===== src/hdl/qdsa_pkg.sv =====
// ============================================================================
// qdsa_pkg
// Shared types and constants for the quad diode sun angle core.
// ============================================================================
package qdsa_pkg;

    localparam int unsigned RegBits = 16;
    localparam int unsigned CfgIdxBits = 3;

    typedef enum logic [CfgIdxBits-1:0] {
        REG_WEIGHT_ONE   = 3'd0,
        REG_WEIGHT_TWO   = 3'd1,
        REG_WEIGHT_THREE = 3'd2,
        REG_WEIGHT_FOUR  = 3'd3,
        REG_GAIN         = 3'd4
    } t_reg_idx;

    // back unit sequencing
    typedef enum logic [1:0] {S_IDLE, S_DIV, S_ROOT, S_OUT} t_bstate;

    typedef struct packed {
        logic [15:0] current_one;
        logic [15:0] current_two;
        logic [15:0] current_three;
        logic [15:0] current_four;
    } t_in_item;

    typedef struct packed {
        logic signed [15:0] x_position;
        logic signed [15:0] y_position;
        logic [15:0]        off_angle;
        logic               zero_sum;
        logic               saturated;
    } t_out_item;

    typedef struct packed {
        logic [15:0] w1;
        logic [15:0] w2;
        logic [15:0] w3;
        logic [15:0] w4;
        logic [15:0] gain;
    } t_cfg;

endpackage


===== src/hdl/qdsa_back.sv =====
// ============================================================================
// qdsa_back
// Iterative divider for x and y, then iterative square root and saturation.
// One item at a time, handshake to the FIFO in front and output queue after.
// ============================================================================
module qdsa_back
    import qdsa_pkg::*;
#(
    parameter int unsigned NumBits = 51,
    parameter int unsigned DenBits = 30
) (
    input  logic               i_clk,
    input  logic               i_rst_n,
    input  logic               i_valid,
    output logic               o_ready,
    input  logic [NumBits-1:0] i_mag_x,
    input  logic               i_neg_x,
    input  logic [NumBits-1:0] i_mag_y,
    input  logic               i_neg_y,
    input  logic [DenBits-1:0] i_den,
    input  logic               i_zero,
    output logic               o_valid,
    input  logic               i_ready,
    output t_out_item          o_item
);
    localparam int unsigned CntBits = $clog2(NumBits + 1);
    localparam int unsigned RemBits = DenBits + 1;

    t_bstate r_st, n_st;

    logic [NumBits-1:0] r_qx, r_qy;
    logic [RemBits-1:0] r_rx, r_ry;
    logic [DenBits-1:0] r_den;
    logic               r_nx, r_ny, r_zero;
    logic [CntBits-1:0] r_cnt;
    // root state
    logic [33:0]        r_rv;
    logic [33:0]        r_res;
    logic [33:0]        r_bit;

    logic [RemBits-1:0] tx, ty;
    assign tx = {r_rx[DenBits-1:0], r_qx[NumBits-1]};
    assign ty = {r_ry[DenBits-1:0], r_qy[NumBits-1]};

    logic [16:0] lx, ly;
    assign lx = (r_qx > NumBits'(65536)) ? 17'd65536 : r_qx[16:0];
    assign ly = (r_qy > NumBits'(65536)) ? 17'd65536 : r_qy[16:0];

    logic [33:0] rb;
    assign rb = r_res + r_bit;

    // next state
    always_comb begin
        n_st = r_st;
        unique case (r_st)
            S_IDLE:  if (i_valid) n_st = i_zero ? S_OUT : S_DIV;
            S_DIV:   if (r_cnt == CntBits'(1)) n_st = S_ROOT;
            S_ROOT:  if (r_bit == '0) n_st = S_OUT;
            S_OUT:   if (i_ready) n_st = S_IDLE;
            default: n_st = S_IDLE;
        endcase
    end

    // handshake outputs
    always_comb begin
        o_ready = 1'b0;
        o_valid = 1'b0;
        unique case (r_st)
            S_IDLE:  o_ready = 1'b1;
            S_OUT:   o_valid = 1'b1;
            default: ;
        endcase
    end

    // state register
    always_ff @(posedge i_clk) begin
        if (!i_rst_n) r_st <= S_IDLE;
        else          r_st <= n_st;
    end

    // datapath
    always_ff @(posedge i_clk) begin
        unique case (r_st)
            S_IDLE: if (i_valid) begin
                r_qx <= i_mag_x; r_qy <= i_mag_y;
                r_rx <= '0; r_ry <= '0;
                r_den <= i_den; r_nx <= i_neg_x; r_ny <= i_neg_y;
                r_zero <= i_zero;
                r_cnt <= CntBits'(NumBits);
            end
            S_DIV: begin
                // one restoring-division bit per cycle on each axis
                if (tx >= {1'b0, r_den}) begin
                    r_rx <= tx - {1'b0, r_den};
                    r_qx <= {r_qx[NumBits-2:0], 1'b1};
                end else begin
                    r_rx <= tx;
                    r_qx <= {r_qx[NumBits-2:0], 1'b0};
                end
                if (ty >= {1'b0, r_den}) begin
                    r_ry <= ty - {1'b0, r_den};
                    r_qy <= {r_qy[NumBits-2:0], 1'b1};
                end else begin
                    r_ry <= ty;
                    r_qy <= {r_qy[NumBits-2:0], 1'b0};
                end
                r_cnt <= r_cnt - 1'b1;
                r_bit <= 34'h1 << 32;
                r_res <= '0;
            end
            S_ROOT: begin
                if (r_bit == 34'h1 << 32 && r_res == '0 && r_cnt == '0) begin
                    r_rv  <= 34'(lx) * 34'(lx) + 34'(ly) * 34'(ly);
                    r_cnt <= CntBits'(1);
                end else if (r_bit != '0) begin
                    // one result bit per cycle
                    if (r_rv >= rb) begin
                        r_rv  <= r_rv - rb;
                        r_res <= (r_res >> 1) + r_bit;
                    end else begin
                        r_res <= r_res >> 1;
                    end
                    r_bit <= r_bit >> 2;
                end else begin
                    // remainder > root means round up
                    if (r_rv > r_res) r_res <= r_res + 1'b1;
                end
            end
            default: ;
        endcase
    end

    // saturation on the output fields
    logic cx, cy, ca;
    assign cx = r_nx ? (r_qx > NumBits'(32768)) : (r_qx > NumBits'(32767));
    assign cy = r_ny ? (r_qy > NumBits'(32768)) : (r_qy > NumBits'(32767));
    assign ca = r_res > 34'd65535;

    logic [15:0] xm, ym;
    assign xm = cx ? (r_nx ? 16'h8000 : 16'h7fff) : r_qx[15:0];
    assign ym = cy ? (r_ny ? 16'h8000 : 16'h7fff) : r_qy[15:0];

    always_comb begin
        if (r_zero) begin
            o_item = '0;
            o_item.zero_sum = 1'b1;
        end else begin
            o_item.x_position = r_nx ? 16'(-xm) : xm;
            o_item.y_position = r_ny ? 16'(-ym) : ym;
            o_item.off_angle  = ca ? 16'hffff : r_res[15:0];
            o_item.zero_sum   = 1'b0;
            o_item.saturated  = cx | cy | ca;
        end
    end
endmodule


===== config.mk =====
export PLATFORM = sky130hd
export DESIGN_NAME = qdsa_back
export DESIGN_NICKNAME = d
export VERILOG_FILES = /design/src/hdl/qdsa_pkg.sv /design/src/hdl/qdsa_back.sv
export SDC_FILE = /design/constraint.sdc
export NUM_CORES = 2
export LEC_CHECK = 0
export BUFFER_PORTS_ARGS = -buffer_cell sky130_fd_sc_hd__buf_2
export CORE_MARGIN = 2
export CORE_UTILIZATION = 70
export DETAILED_ROUTE_END_ITERATION = 10
export GPL_TIMING_DRIVEN = 0
export PLACE_DENSITY_LB_ADDON = 0.08
export SLEW_MARGIN = 25
export SYNTH_ARGS = -nofsm -noshare
export SYNTH_HDL_FRONTEND = slang
export SYNTH_SLANG_ARGS = --single-unit

===== constraint.sdc =====
create_clock -name i_clk -period 29.1 [get_ports i_clk]
set_input_delay 0 -clock i_clk [delete_from_list [all_inputs] [get_ports i_clk]]
set_output_delay 0 -clock i_clk [all_outputs]
set_load 0.005 [all_outputs]

==> impl_metrics.py <==
metrics = {
    "routing": {
        "via_count": 32629,
        "routed_via_density": 6.26,
        "wirelength_um": 116000,
        "drt_pass1_iterations": 6,
        "drc_errors": 0,
        "drt.antenna.violating_nets": 0,
        "wl_per_cell_um": 22.2,
        "drtIter0Drc": 3355,
    },
    "grt": {
        "grt_pass1_wl_um": 177000,
        "grt_pass1_vias": 32796,
        "grt-ovfl-total": 0,
        "grt_max_degree": 31,
        "antenna_found_initial": 7,
        "track_usage_pct": 40.8,
    },
    "critical_path": {
        "max_stage_delay_ps": 660,
        "worstPathRequired_ps": 29530,
        "worst-setup-path-type": "register to register",
        "cp-end-kind": "register",
        "crit_path_start_kind": "register",
        "cp_max_fo": 10,
        "cp.arrival_ps": 11820,
        "crit_buf_inv": 7,
        "critical_path.slowest_cell": "nor4b_4",
        "path_delay_family": "adder cells",
        "crit_path_frequent_cell": "fa_1",
    },
    "placement": {
        "hpwlAfterDp_um": 85200,
        "portBuffers": 190,
        "finalWeightedCongestion": 1.01,
        "pre_cts_ws_ps": 18280,
    },
    "floorplan": {
        "rows": 86,
        "pin_count": 191,
        "die_y_um": 239,
        "core_area_um2": 54800,
        "start_util_pct": 70.4,
        "die_x_um": 239,
        "dieArea_um2": 57000,
    },
    "clock_tree": {
        "cts_resized": 0,
        "cts_root_buf": "clkbuf_16",
        "cts_hold_buf": 139,
        "cts_tree": "done",
        "cts_buffers": 35,
        "cts-htree-levels": 2,
        "cts.reportedPaths.clkPinSlew_ps": 60,
        "post_cts_buffers": 0,
        "clk_path_buf_depth": 3,
        "worstSkewPairLatency_ps": 580,
        "numClockSinks": 288,
    },
    "timing": {
        "final_max_slew_viol_count": 0,
        "setup_viol_count_final": 0,
        "whs_ps": 93.9,
        "relSlewSlack_pct": 24.3,
        "final.min_clock_period_ps": 11390,
        "fin_ws_ps": 17710,
        "setup_tns_ps": 0,
        "clock_skew_ps": 31.7,
        "hold_viol_final": 0,
        "clock.fmax_ghz": 0.0878,
        "rsz0062_at_grt": "false",
        "fin_crit_sh_pct": 39.1,
        "worst_pin_slew_ps": 1140,
    },
    "yosys": {
        "ys_ff_latch": 288,
        "postSynthAreaPerCell_um2": 9.52,
        "ys_async_sr_fraction_pct": 0,
        "synthFlopType": "edfxtp_1",
        "yosys_warnings": 0,
        "synth_edf_count": 286,
        "synth_cells": 4053,
        "yosysUniqueCellTypes": 89,
        "syn-cell-area_um2": 38600,
        "ys_seq_area_share_pct": 22.4,
    },
    "run": {
        "cap_violations": 0,
    },
    "power_and_ir_drop": {
        "vdd.ir_drop.worst_mv": 0.0877,
        "power_mw": 4.13,
        "power_leakage_nw": 21.1,
        "power_per_cell_area_nw_per_um2": 95.0,
    },
    "status": {
        "status": "finished, final reports clean",
    },
    "finish": {
        "area_delta_synth_final_pct": 12.7,
        "drive_above_1_share_pct": 9.91,
        "final_core_util_pct": 79.4,
        "fin_nets": 5442,
    },
    "worst_hold_path": {
        "hold_class": "input port to register",
    },
}
## path summary, 6_finish.rpt
path / slack [ps] / cells after the start / end / startpoint
worst max-delay path: 17710 / 33 / r_rv[33]$_DFFE_PP_ / r_qx[3]$_DFFE_PP_
worst min-delay path: 90 / 5 / r_st[1]$_SDFFE_PN0P_ / i_ready
worst max register to register: 17710 / 33 / r_rv[33]$_DFFE_PP_ / r_qx[3]$_DFFE_PP_
worst min register to register: 590 / 1 / r_st[1]$_SDFFE_PN0P_ / r_st[1]$_SDFFE_PN0P_
## metrics by stage
step	instances	cell area [um2]
floorplan	4107	38800
global placement	5001	40600
detailed placement	5014	41000
CTS	5215	43500
global route	5216	43500
finish	5216	43500
## cells by family after synthesis
group,synth area share (%)
muxes,4.36
adders and majority gates,35.3
DFF,22.4
and+or+nand+nor,13.0
xor gates and xnor gates,4.93
other,0.0195
AOI/OAI and AO/OA,11.1
buffers and inverters,8.92
## sequential cells by signal (all words and copies together), names as in the netlist
register	count
r_st	2
r_ny	1
r_rv	34
r_res	34
r_ry	30
r_nx	1
r_cnt	6
r_qx	51
r_den	30
r_zero	1
r_bit	17
r_rx	30
r_qy	51
## cells in the final DEF (no fill, tap or decap), types with 86 or more instances in the layout
master | Yosys | routed
nand2_1 | 271 | 271
xnor2_1 | 149 | 149
o21ai_0 | 138 | 138
fa_1 | 454 | 454
mux2_2 | 103 | 103
clkbuf_1 | 138 | 145
buf_2 | 30 | 221
ha_1 | 363 | 363
nand3_1 | 86 | 86
inv_1 | 701 | 701
nor2_1 | 250 | 249
edfxtp_1 | 286 | 286
and3_1 | 131 | 131
dlygate4sd3_1 | 0 | 139
a21oi_1 | 183 | 183
## where the power goes
part	internal (mW)	total [mW]	leakage, nW	switching, mW
sequential	0.763	0.911	2.77	0.147
clock	0.255	0.454	0.534	0.199
combinational	1.09	2.76	17.8	1.67
## layer usage
metal  share of wire, %  vias up  wire, um  GRT usage (%)
met3                 11      419     13100           10.8
met1                 37    15659     43300           51.8
met4                5.4       10      6300           19.8
met2                 46     2103     53000           65.3
met5              0.041        -        47              0
li1                   -    14438         -              -
## cell usage after synthesis, types with 24 or more instances
| cell | instances | area [um2] |
|---|---|---|
| inv_1 | 701 | 2630 |
| fa_1 | 454 | 9090 |
| ha_1 | 363 | 4540 |
| edfxtp_1 | 286 | 8590 |
| nand2_1 | 271 | 1020 |
| nor2_1 | 250 | 938 |
| a21oi_1 | 183 | 916 |
| xnor2_1 | 149 | 1310 |
| clkbuf_1 | 138 | 518 |
| o21ai_0 | 138 | 691 |
| and3_1 | 131 | 820 |
| mux2_2 | 103 | 1160 |
| nand3_1 | 86 | 430 |
| a21o_1 | 77 | 578 |
| xor2_1 | 68 | 596 |
| mux2i_1 | 52 | 521 |
| and2_1 | 49 | 307 |
| a31oi_1 | 44 | 275 |
| nor4_1 | 42 | 263 |
| nor3_1 | 41 | 205 |
| nand4_1 | 38 | 238 |
| a211oi_1 | 35 | 263 |
| buf_2 | 30 | 150 |
| nor2b_1 | 24 | 150 |
## worst min-delay path, stage by stage
cell	delay [ps]
buf_2	100
o21ai_0	220
nor3_1	100
nand2_1	70
o211a_1	130
## layout make-up
cell class | count | area (um2)
Tap cell | 704 | 881
Inverter | 705 | 2650
Clock inverter | 18 | 184
Clock buffer | 44 | 931
Fill cell | 3627 | 11300
Antenna cell | 1 | 2.50
Multi-Input combinational cell | 2927 | 26800
Buffer | 187 | 795
Timing Repair Buffer | 342 | 2650
Sequential cell | 288 | 8630
Note: power is estimated with default switching activity, not from simulation.
